<file path="config.mk">
export PLATFORM = sky130hd
export DESIGN_NAME = yiq2ycc_div
export DESIGN_NICKNAME = d
export VERILOG_FILES = /design/src/rtl/yiq2ycc_pkg.sv /design/src/rtl/yiq2ycc_div.sv
export SDC_FILE = /design/constraint.sdc
export NUM_CORES = 1
export LEC_CHECK = 0
export BUFFER_PORTS_ARGS = -buffer_cell sky130_fd_sc_hd__buf_2
export CAP_MARGIN = 20
export CORE_MARGIN = 2
export CORE_UTILIZATION = 45
export CTS_CLUSTER_DIAMETER = 200
export DETAILED_ROUTE_END_ITERATION = 8
export GPL_ROUTABILITY_DRIVEN = 0
export PLACE_DENSITY_LB_ADDON = 0.1
export SLEW_MARGIN = 20
export SYNTH_ARGS = -nofsm -noshare
export SYNTH_HDL_FRONTEND = slang
export SYNTH_SLANG_ARGS = --single-unit
</file>
<file path="constraint.sdc">
create_clock -name clk -period 3.2 [get_ports clk]
set_clock_uncertainty 0.2 [all_clocks]
set_input_delay 0.32 -clock clk [delete_from_list [all_inputs] [get_ports clk]]
set_output_delay 0.32 -clock clk [all_outputs]
set_load 0.02 [all_outputs]
</file>
<file path="src/rtl/yiq2ycc_pkg.sv">
// Shared types and constants for the YIQ to YCbCr converter.
// No dependencies; imported by the divider, the top level and the checker.
package yiq2ycc_pkg;

    // Configuration register map
    localparam int CFG_IDX_W  = 2;
    localparam int CFG_DATA_W = 16;

    typedef enum logic [CFG_IDX_W-1:0] {
        REG_BLACK_LEVEL = 2'd0,
        REG_WHITE_LEVEL = 2'd1,
        REG_WHITE_PT_75 = 2'd2,
        REG_CHROMA_GAIN = 2'd3
    } cfg_reg_t;

    localparam logic [15:0] BLACK_LEVEL_RST = 16'd16384;
    localparam logic [15:0] WHITE_LEVEL_RST = 16'd54016;
    localparam logic        WHITE_PT_75_RST = 1'b0;
    localparam logic [15:0] CHROMA_GAIN_RST = 16'd4096;

    // Black-to-white output span (219 * 257); the divider numerator carries an
    // extra factor of 4 so the 1.25 gain of the 75 percent mode stays integral.
    localparam int unsigned LUMA_SPAN_CODE = 219 * 257;
    localparam logic [18:0] LUMA_K_FULL    = 19'(LUMA_SPAN_CODE * 4);
    localparam logic [18:0] LUMA_K_WP75    = 19'(LUMA_SPAN_CODE * 5);

    // Rotation by 33 degrees folded with the Cb/Cr factors, 8 fractional bits
    localparam int K_W = 25;
    localparam logic signed [K_W-1:0] K_CB_I = 25'sd9168742;
    localparam logic signed [K_W-1:0] K_CB_Q = 25'sd14118625;
    localparam logic signed [K_W-1:0] K_CR_I = 25'sd10009942;
    localparam logic signed [K_W-1:0] K_CR_Q = 25'sd6500532;

    localparam logic [15:0] LUMA_OFFSET   = 16'(16 * 256);
    localparam logic [15:0] CHROMA_OFFSET = 16'(128 * 256);
    localparam logic [15:0] OUT_MIN       = 16'(256);
    localparam logic [15:0] OUT_MAX       = 16'(65216);

    typedef struct packed {
        logic busy;
        logic done;
    } div_stat_t;

endpackage

</file>
<file path="src/rtl/yiq2ycc_div.sv">
// Radix-2 restoring divider, one quotient bit per cycle, used for the scale factors.
// Depends on yiq2ycc_pkg for the status struct.
module yiq2ycc_div
    import yiq2ycc_pkg::*;
#(
    parameter int NUM_W = 36,
    parameter int DEN_W = 18
)(
    input  logic             clk,
    input  logic             rst_n,
    input  logic             start,
    input  logic [NUM_W-1:0] numer,
    input  logic [DEN_W-1:0] denom,
    output div_stat_t        stat,
    output logic [NUM_W-1:0] quot
);

    localparam int CNT_W = $clog2(NUM_W + 1);

    logic [NUM_W-1:0] work_reg, work_next;
    logic [DEN_W-1:0] rem_reg, rem_next;
    logic [DEN_W-1:0] den_reg, den_next;
    logic [CNT_W-1:0] cnt_reg, cnt_next;
    logic             busy_reg, busy_next;
    logic             done_reg, done_next;

    logic [DEN_W:0]   trial;
    logic [DEN_W:0]   trial_diff;
    logic             fits;

    assign trial      = {rem_reg, work_reg[NUM_W-1]};
    assign fits       = trial >= {1'b0, den_reg};
    assign trial_diff = trial - {1'b0, den_reg};

    always_comb
    begin
        work_next = work_reg;
        rem_next  = rem_reg;
        den_next  = den_reg;
        cnt_next  = cnt_reg;
        busy_next = busy_reg;
        done_next = 1'b0;
        if (start)
        begin
            work_next = numer;
            rem_next  = '0;
            den_next  = denom;
            cnt_next  = CNT_W'(NUM_W);
            busy_next = 1'b1;
        end
        else if (busy_reg)
        begin
            // shift the next dividend bit into the remainder, quotient bit into the LSB
            rem_next  = fits ? trial_diff[DEN_W-1:0] : trial[DEN_W-1:0];
            work_next = {work_reg[NUM_W-2:0], fits};
            cnt_next  = cnt_reg - CNT_W'(1);
            if (cnt_reg == CNT_W'(1))
            begin
                busy_next = 1'b0;
                done_next = 1'b1;
            end
        end
    end

    always_ff @(posedge clk or negedge rst_n)
    begin
        if (!rst_n)
        begin
            busy_reg <= 1'b0;
            done_reg <= 1'b0;
            cnt_reg  <= '0;
        end
        else
        begin
            busy_reg <= busy_next;
            done_reg <= done_next;
            cnt_reg  <= cnt_next;
        end
    end

    always_ff @(posedge clk)
    begin
        work_reg <= work_next;
        rem_reg  <= rem_next;
        den_reg  <= den_next;
    end

    assign stat.busy = busy_reg;
    assign stat.done = done_reg;
    assign quot      = work_reg;

endmodule

</file>
==> flow_metrics.env, run 1 <==
export IMPL_grt_pass1_wl_um=15230
export IMPL_cts_sinks=80
export IMPL_max_slew_margin_pct=45.26
export IMPL_ir_worst_vdd_uv=238.1
export IMPL_cts_inserted_buffers=9
export IMPL_drtIter0Drc=109
export IMPL_drc=0
export IMPL_final_util_pct=57.29
export IMPL_synth_cell_area_mm2=0.004303
export IMPL_ys_ff_latch=80
export IMPL_area_growth_pct=23.03
export IMPL_fp_dieH_um=101.8
export IMPL_finalWirelength_um=8894
export IMPL_drv_slew=0
export IMPL_rsz0062_at_grt="no"
export IMPL_cts_tree="done"
export IMPL_yosysSeqAreaShare_pct=50.71
export IMPL_worstSkewPairLatency_ps=350
export IMPL_largest_reg_flops=36
export IMPL_io_buffer_count=94
export IMPL_hold_violations=0
export IMPL_path_max_fanout=4
export IMPL_placed_cells=595
export IMPL_post_route_period_util_pct=93.24
export IMPL_hp_class="input port to flop"
export IMPL_p_leak_nw=2.242
export IMPL_globalRoute_totalOverflow=0
export IMPL_clk_pin_slew_ps=90
export IMPL_layout_drive_gt1_share_pct=33.93
export IMPL_coreArea_mm2=0.009240
export IMPL_die_area_mm2=0.01036
export IMPL_async_flop_share_pct=10.00
export IMPL_wl_per_cell_um=14.12
export IMPL_outcome="completed"
export IMPL_avgViaCountPerCell=5.075
export IMPL_synth_common_cells="54 x edfxtp_1, 39 x nand2_1, 36 x mux2_2"
export IMPL_avgSynthCellArea_um2=11.26
export IMPL_endpoint_kind="flop"
export IMPL_fin_crit_ps=2984
export IMPL_critPathArrivalTime_ps=3000
export IMPL_setup_tns_ps=0
export IMPL_io_pins=95
export IMPL_fin_ws_ps=216.4
export IMPL_floorplan_rows=35
export IMPL_synth_edf_count=54
export IMPL_drv_cap=0
export IMPL_synthTopCellsByArea="edfxtp_1 38%, mux2_2 9.4%, dfxtp_1 8.4%"
export IMPL_initial_core_util_pct=46.57
export IMPL_worstMarginPinSlew_ps=819.8
export IMPL_htreeDepth=3
export IMPL_ant_nets=0
export IMPL_num_vias=3197
export IMPL_synth_area_leader_cell="edfxtp_1"
export IMPL_synthFlopType="edfxtp_1"
export IMPL_crit_required_ps=3210
export IMPL_startpoint_type="flop"
export IMPL_syn_inst=382
export IMPL_synth_cell_types=57
export IMPL_first_global_vias=3269
export IMPL_max_freq_mhz=335.2
export IMPL_dp_slack_ps=160.5
export IMPL_fin_nets=574
export IMPL_cts_buffer_depth=2
export IMPL_yosysTopAreaCellShare_pct=37.69
export IMPL_criticalPathCategory="flop to flop"
export IMPL_synth_most_common_cell="edfxtp_1"
export IMPL_synth_warnings=0
export IMPL_antenna_cells=0
export IMPL_syn_nets=460
export IMPL_root_buffer="clkbuf_8"
export IMPL_antenna_found_initial=0
export IMPL_setup_viol=0
export IMPL_dieWidth_um=101.8
export IMPL_dp_hpwl_um=6309
export IMPL_track_usage_pct=18.70
export IMPL_finalNonFillerCells=630
export IMPL_drtPass1Iterations=4
export IMPL_grt_max_degree=45
export IMPL_power_density_mw_per_mm2=467.9
-- per-layer routing --
metal | GRT usage (%) | routed length (um) | up-vias
met5 | 0 | 0 | -
met4 | 4.054 | 63 | 0
met3 | 6.487 | 608 | 5
met2 | 30.41 | 4076 | 75
met1 | 24.24 | 4146 | 1481
li1 | - | - | 1636
-- cell usage in the layout, fill, tap and decap left out, types with 8 or more instances in the layout --
cell	count
inv_1	24
mux2_2	36
dfrtp_1	8
clkbuf_8	9
a21oi_1	16
a311oi_1	12
buf_2	94
nand2_1	39
o21ai_0	9
dlygate4sd3_1	19
ha_1	20
buf_4	10
edfxtp_1	54
xnor2_1	10
nor2_1	28
dfxtp_1	18
-- layout make-up --
cell class                 count  area, um^2
clock buffer                  10       127.6
fill                         825        3946
sequential                    80        2182
clock inverter                 6       52.55
multi-input combinational    257        1924
inverter                      24       90.09
tap                          129       161.4
timing repair buffer         124       755.7
-- what timing repair did --
| item | CTS | global route |
|---|---|---|
| hold buffers | 19 | 0 |
| gates resized for setup | 0 | 1 |
| setup buffers | 0 | 0 |
| endpoints found under the setup margin | 0 | 1 |
| hold endpoints to repair | 26 | 0 |
-- path summary, 6_finish.rpt --
| check | startpoint | endpoint | slack, ps | cells after the start |
|---|---|---|---|---|
| max in group asynchronous | rst_n | cnt_reg[2] | 2500 | 2 |
| setup reg to reg | quot[35] | rem_reg[14] | 220 | 10 |
| min in group asynchronous | rst_n | cnt_reg[0] | 140 | 2 |
| hold reg to reg | rem_reg[17] | rem_reg[17] | 290 | 2 |
| hold / removal | numer[2] | quot[2] | 60 | 2 |
| setup / recovery | quot[35] | rem_reg[14] | 220 | 10 |
-- critical path, cell delays in order, from the launching register on --
cell and delay, ps:
edfxtp_1 410, inv_1 80, ha_1 140, inv_1 60, fa_1 430, a21o_1 240, a2111oi_2 450, a21oi_2 160
or4_1 410, nand4_1 150, a311oi_2 120
-- kinds of logic (layout without fill, tap and decap cells) --
logic type	after synthesis	after routing	share of synthesized area, %
AND/OR/NAND/NOR	108	108	11.83
adder cells (fa/ha/maj)	21	21	6.281
AO/OA/AOI/OAI	76	76	13.81
flip-flops	80	80	50.71
multiplexers	37	37	9.654
XOR/XNOR	15	15	3.053
buffers and inverters	45	164	4.653
-- power breakdown --
| part | switching, mW | internal, mW |
|---|---|---|
| combinational | 0.285 | 0.240 |
| clock | 0.399 | 0.294 |
| sequential | 0.0518 | 1.21 |
| total | 0.736 | 1.74 |
-- metrics by stage --
step,hold slack (ps),area [um^2],power [mW]
6_report,63.16,5294,2.477
5_1_grt,46.23,5294,2.612
4_1_cts,43.11,5290,2.512
3_5_place_dp,-25.92,4920,1.788
3_3_place_gp,-29.65,4920,1.782
2_1_floorplan,-175.6,4303,1.629
Note: power is estimated with default switching activity, not from simulation.
==> inputs of run 2 (changes only) <==
--- a/config.mk
+++ b/config.mk
@@ -8,11 +8,11 @@
 export BUFFER_PORTS_ARGS = -buffer_cell sky130_fd_sc_hd__buf_2
 export CAP_MARGIN = 20
 export CORE_MARGIN = 2
-export CORE_UTILIZATION = 45
+export CORE_UTILIZATION = 55
 export CTS_CLUSTER_DIAMETER = 200
 export DETAILED_ROUTE_END_ITERATION = 8
 export GPL_ROUTABILITY_DRIVEN = 0
-export PLACE_DENSITY_LB_ADDON = 0.1
+export PLACE_DENSITY = 0.81
 export SLEW_MARGIN = 20
 export SYNTH_ARGS = -nofsm -noshare
 export SYNTH_HDL_FRONTEND = slang
==> flow_metrics.env, run 2 (synthesized netlist as in run 1, its figures left out) <==
export IMPL_outcome="completed"
export IMPL_ant_nets=0
export IMPL_initial_core_util_pct=56.27
export IMPL_crit_required_ps=3270
export IMPL_cts_buffer_depth=2
export IMPL_grt_max_degree=43
export IMPL_io_pins=95
export IMPL_power_density_mw_per_mm2=498.7
export IMPL_root_buffer="clkbuf_8"
export IMPL_drtPass1Iterations=4
export IMPL_setup_viol=0
export IMPL_dp_hpwl_um=6542
export IMPL_internal_power_mw=1.890
export IMPL_globalRoute_totalOverflow=0
export IMPL_largest_reg_flops=36
export IMPL_antenna_found_initial=0
export IMPL_reg2reg_depth=11
export IMPL_cts_sinks=80
export IMPL_post_route_period_util_pct=93.07
export IMPL_criticalPathCategory="flop to flop"
export IMPL_finalWirelength_um=9556
export IMPL_die_area_mm2=0.008547
export IMPL_drv_slew=0
export IMPL_cts_setup_buffers=0
export IMPL_holdPathStages=2
export IMPL_worstSkewPairLatency_ps=360
export IMPL_fin_crit_ps=2978
export IMPL_fin_nets=570
export IMPL_final_cell_mix="94 x buf_2, 54 x edfxtp_1, 39 x nand2_1, 36 x mux2_2, 28 x nor2_1"
export IMPL_dieWidth_um=92.45
export IMPL_endpoint_kind="flop"
export IMPL_cts_tree="done"
export IMPL_path_max_fanout=4
export IMPL_max_freq_mhz=335.8
export IMPL_num_vias=3388
export IMPL_switching_share_pct=28.36
export IMPL_dp_slack_ps=184.5
export IMPL_setup_tns_ps=0
export IMPL_fin_ws_ps=221.7
export IMPL_path_cells="inv_1 > ha_1 > inv_1 > fa_1 > a21o_1 > a2111oi_4 > a21oi_1 > a31oi_1 > xnor2_1 > nand2_1 > a311oi_1"
export IMPL_max_slew_margin_pct=57.28
export IMPL_area_growth_pct=22.91
export IMPL_drtIter0Drc=154
export IMPL_drc=0
export IMPL_finalPower_mw=2.637
export IMPL_ir_worst_vdd_uv=357.7
export IMPL_fp_dieH_um=92.45
export IMPL_drv_cap=0
export IMPL_track_usage_pct=22.93
export IMPL_critical_path_slowest_cell="fa_1"
export IMPL_cts_inserted_buffers=9
export IMPL_first_global_vias=3407
export IMPL_startpoint_type="flop"
export IMPL_hold_violations=0
export IMPL_power_share_clock_pct=31.9
export IMPL_clk_pin_slew_ps=90
export IMPL_critPathArrivalTime_ps=3050
export IMPL_pwr_share_seq_pct=47.9
export IMPL_htreeDepth=3
export IMPL_p_leak_nw=2.281
export IMPL_fillCellCount=551
export IMPL_antenna_cells=0
export IMPL_rsz0062_at_grt="no"
export IMPL_grt_pass1_wl_um=15490
export IMPL_crit_top_cell="inv_1"
export IMPL_mostFrequentLayoutCell="buf_2"
export IMPL_wl_per_cell_um=15.95
export IMPL_hp_class="input port to flop"
export IMPL_layout_drive_gt1_share_pct=33.20
export IMPL_avgViaCountPerCell=5.656
export IMPL_worstMarginPinSlew_ps=634.1
export IMPL_power_switching_uw=747.8
export IMPL_floorplan_rows=32
export IMPL_coreArea_mm2=0.007647
export IMPL_critPathMaxStageDelay_ps=420
export IMPL_holdWs_ps=55.42
export IMPL_io_buffer_count=94
export IMPL_comb_power_share_pct=20.2
==> run 2: metal layers <==
metal  vias up  track usage (%)  part of all wire (%)
met5         -                0                     0
met4         0            11.07                   1.6
met3        19            6.753                   7.4
met2       124            37.65                    48
met1      1615            27.66                    43
li1       1630                -                     -
==> run 2: worst paths after layout <==
check / startpoint / to / slack [ps]
max: quot[35] / rem_reg[10] / 220
max in group asynchronous: rst_n / cnt_reg[1] / 2510
min in group asynchronous: rst_n / cnt_reg[3] / 130
max reg2reg: quot[35] / rem_reg[10] / 220
min reg2reg: rem_reg[17] / rem_reg[17] / 300
min: numer[24] / quot[24] / 60
==> run 2: through the flow <==
| stage | std cells | util (%) | instance area [um^2] |
|---|---|---|---|
| 2_1_floorplan | 382 | - | 4303 |
| 4_1_cts | 599 | 68.86 | 5266 |
| 5_1_grt | 599 | 69.16 | 5289 |
| 6_report | 599 | 69.16 | 5289 |
| 3_5_place_dp | 564 | 63.50 | 4856 |
| 3_3_place_gp | 564 | 63.50 | 4856 |
==> run 2: timing repair <==
item	CTS	global route
setup endpoints to repair	0	9
hold endpoints to repair	26	0
hold buffers	19	0
gates resized for setup	0	2
==> run 2: final cells by class <==
cell class | instances | area (um^2) | share of cell area (%)
Inverter | 24 | 90.09 | 1.703
Clock inverter | 6 | 92.59 | 1.751
Multi-Input combinational cell | 257 | 1943 | 36.74
Clock buffer | 10 | 127.6 | 2.413
Tap cell | 102 | 127.6 | 2.413
Sequential cell | 80 | 2182 | 41.26
Timing Repair Buffer | 120 | 725.7 | 13.72
==> run 2: critical path, delay by kind of cell (launching register included) <==
kind                       cells  cell delay (ps)
DFF                            1              410
adders and majority gates      2              570
buffers and inverters          2              140
xor gates and xnor gates       1              140
AOI/OAI and AO/OA              5             1360
and+or+nand+nor                1               80
==> run 2: power by group through the flow <==
stage	logic (mW)	registers, mW	clock network, mW
floorplan	0.290	1.34	0
global placement	0.490	1.28	0
detailed placement	0.504	1.28	0
CTS	0.525	1.26	0.852
global route	0.580	1.28	0.892
finish	0.534	1.26	0.840
==> inputs of run 3 (changes only) <==
--- a/config.mk
+++ b/config.mk
@@ -5,6 +5,7 @@
 export SDC_FILE = /design/constraint.sdc
 export NUM_CORES = 1
 export LEC_CHECK = 0
+export ABC_AREA = 1
 export BUFFER_PORTS_ARGS = -buffer_cell sky130_fd_sc_hd__buf_2
 export CAP_MARGIN = 20
 export CORE_MARGIN = 2
@@ -12,7 +13,7 @@
 export CTS_CLUSTER_DIAMETER = 200
 export DETAILED_ROUTE_END_ITERATION = 8
 export GPL_ROUTABILITY_DRIVEN = 0
-export PLACE_DENSITY = 0.81
+export PLACE_DENSITY = 0.8
 export SLEW_MARGIN = 20
 export SYNTH_ARGS = -nofsm -noshare
 export SYNTH_HDL_FRONTEND = slang
==> constraint.sdc (replaced) <==
create_clock -name clk -period 3.3 [get_ports clk]
set_clock_uncertainty 0.2 [all_clocks]
set_input_delay 0.33 -clock clk [delete_from_list [all_inputs] [get_ports clk]]
set_output_delay 0.33 -clock clk [all_outputs]
set_load 0.02 [all_outputs]
==> flow_metrics.env, run 3 <==
export IMPL_outcome="completed"
export IMPL_r2r_setup_slack_ps=910
export IMPL_setup_viol=0
export IMPL_clk_pin_slew_ps=90
export IMPL_power_share_clock_pct=22.3
export IMPL_worstMarginPinSlew_ps=634.0
export IMPL_startpoint_type="flop"
export IMPL_design_area_mm2=0.005425
export IMPL_dieWidth_um=94.05
export IMPL_hp_class="input port to flop"
export IMPL_cts_inserted_buffers=9
export IMPL_drtPass1Iterations=4
export IMPL_synthFlopType="edfxtp_1"
export IMPL_ir_worst_vdd_uv=326.4
export IMPL_max_freq_mhz=418.5
export IMPL_layout_drive_gt1_share_pct=19.67
export IMPL_crit_required_ps=3370
export IMPL_cts_tree="done"
export IMPL_drc=0
export IMPL_floorplan_rows=32
export IMPL_finalNonFillerCells=778
export IMPL_drv_cap=0
export IMPL_async_flop_share_pct=10.00
export IMPL_switching_share_pct=38.67
export IMPL_initial_core_util_pct=57.12
export IMPL_fillCellCount=625
export IMPL_coreArea_mm2=0.007807
export IMPL_num_vias=4000
export IMPL_cts_buffer_depth=2
export IMPL_io_buffer_count=94
export IMPL_holdPathStages=3
export IMPL_track_usage_pct=26.16
export IMPL_critPathArrivalTime_ps=2460
export IMPL_area_growth_pct=21.66
export IMPL_largest_reg_flops=36
export IMPL_fin_nets=749
export IMPL_synth_area_leader_cell="edfxtp_1"
export IMPL_critPathMaxStageDelay_ps=380
export IMPL_final_util_pct=69.49
export IMPL_syn_inst=558
export IMPL_crit_buf_inv=1
export IMPL_ant_nets=0
export IMPL_fin_crit_ps=2389
export IMPL_grt_pass1_wl_um=18010
export IMPL_crit_cells=11
export IMPL_yosysTopAreaCellShare_pct=36.36
export IMPL_globalRoute_totalOverflow=0
export IMPL_path_cells="inv_1 > ha_1 > a21oi_1 > nand2_1 > a21oi_1 > nand2_2 > nand2_4 > nand2_4 > nand2_1 > nand3_1 > o21ai_0"
export IMPL_synth_most_common_cell="nand2_1"
export IMPL_critical_path_slowest_cell="edfxtp_1"
export IMPL_pwr_share_seq_pct=37.2
export IMPL_worstSkewPairLatency_ps=350
export IMPL_fp_dieH_um=94.05
export IMPL_criticalPathCategory="flop to flop"
export IMPL_ys_ff_latch=80
export IMPL_synth_common_cells="227 x nand2_1, 66 x inv_1, 54 x edfxtp_1"
export IMPL_synth_edf_count=54
export IMPL_multi_input_area_mm2=0.001917
export IMPL_dp_hpwl_um=7530
export IMPL_internal_power_mw=2.279
export IMPL_grt_max_degree=56
export IMPL_io_pins=95
export IMPL_antenna_cells=0
export IMPL_synth_cell_area_mm2=0.004459
export IMPL_reg2reg_depth=11
export IMPL_comb_power_share_pct=40.5
export IMPL_yosysSeqAreaShare_pct=48.93
export IMPL_post_route_period_util_pct=72.41
export IMPL_die_area_mm2=0.008844
export IMPL_max_slew_margin_pct=57.67
export IMPL_cts_sinks=80
export IMPL_htreeDepth=3
export IMPL_setup_tns_ps=0
export IMPL_drv_slew=0
export IMPL_avgSynthCellArea_um2=7.992
export IMPL_antenna_found_initial=0
export IMPL_rsz0062_at_grt="no"
export IMPL_syn_nets=636
export IMPL_cts_resized=0
export IMPL_p_leak_nw=2.843
export IMPL_regArea_mm2=0.002182
export IMPL_final_cell_mix="227 x nand2_1, 94 x buf_2, 65 x inv_1, 54 x edfxtp_1, 36 x nand3_1"
export IMPL_root_buffer="clkbuf_8"
export IMPL_hold_violations=0
export IMPL_placed_area_mm2=0.005009
export IMPL_power_density_mw_per_mm2=685.0
export IMPL_synthTopCellsByArea="edfxtp_1 36%, nand2_1 19%, dfxtp_1 8.1%"
export IMPL_power_switching_mw=1.437
export IMPL_crit_family="simple AND/OR/NAND/NOR gates"
export IMPL_synth_cell_types=31
export IMPL_drtIter0Drc=266
export IMPL_mostFrequentLayoutCell="nand2_1"
export IMPL_finalWirelength_um=10450
export IMPL_wl_per_cell_um=13.43
export IMPL_path_max_fanout=21
export IMPL_first_global_vias=3928
export IMPL_avgViaCountPerCell=5.141
export IMPL_synth_warnings=0
export IMPL_endpoint_kind="flop"
export IMPL_placed_cells=743
## run 3: power by group through the flow
stage	Clock [mW]	Sequential (mW)	Combinational, mW
5_1_grt	0.884	1.40	1.71
2_1_floorplan	0	1.44	1.08
3_5_place_dp	0	1.40	1.47
4_1_cts	0.843	1.38	1.50
6_report	0.830	1.38	1.51
3_3_place_gp	0	1.39	1.43
## run 3: what timing repair did
item,CTS,global route
setup buffers,0,0
hold buffers,19,0
endpoints found under the hold margin,26,0
## run 3: final timing paths
kind,from,end
max,den_reg[10],rem_reg[5]
min,numer[33],quot[33]
max reg2reg,den_reg[10],rem_reg[5]
min reg2reg,rem_reg[17],rem_reg[17]
max in group asynchronous,rst_n,cnt_reg[1]
min in group asynchronous,rst_n,cnt_reg[3]
## run 3: kinds of logic after synthesis
| family | after synthesis | share of synthesized area, % |
|---|---|---|
| simple gates | 326 | 31.06 |
| buf+inv | 87 | 8.081 |
| flops | 80 | 48.93 |
| compound gates | 36 | 4.293 |
| fa+ha+maj | 21 | 6.061 |
| xor+xnor | 8 | 1.571 |
## run 3: worst reg2reg max path, delay by kind of cell (launching register included)
kind	cells	cell delay (ps)
and+or+nand+nor	6	840
AOI/OAI and AO/OA	3	560
DFF	1	380
adders and majority gates	1	260
buffers and inverters	1	70
## run 3: routing by layer
layer / track usage, % / vias up / routed length (um)
li1: - / 2002 / -
met1: 31.93 / 1835 / 4406
met2: 44.76 / 153 / 5099
met3: 7.705 / 10 / 824
met4: 7.850 / 0 / 116
met5: 0 / - / 0
## run 3: final cells by class
class,instances,area share [%]
timing repair buffer,120,13.15
sequential,80,40.22
clock inverter,7,1.891
clock buffer,9,2.283
tap,102,2.352
multi-input combinational,391,35.33
inverter,69,4.774
## run 3: stage by stage
step | setup WS [ps] | power, mW | hold slack, ps
floorplan | 1019 | 2.525 | -165.6
global placement | 1021 | 2.822 | -22.85
detailed placement | 965.8 | 2.868 | -18.08
CTS | 932.7 | 3.721 | 20.93
global route | 638.9 | 4.001 | 30.50
finish | 910.6 | 3.716 | 38.91
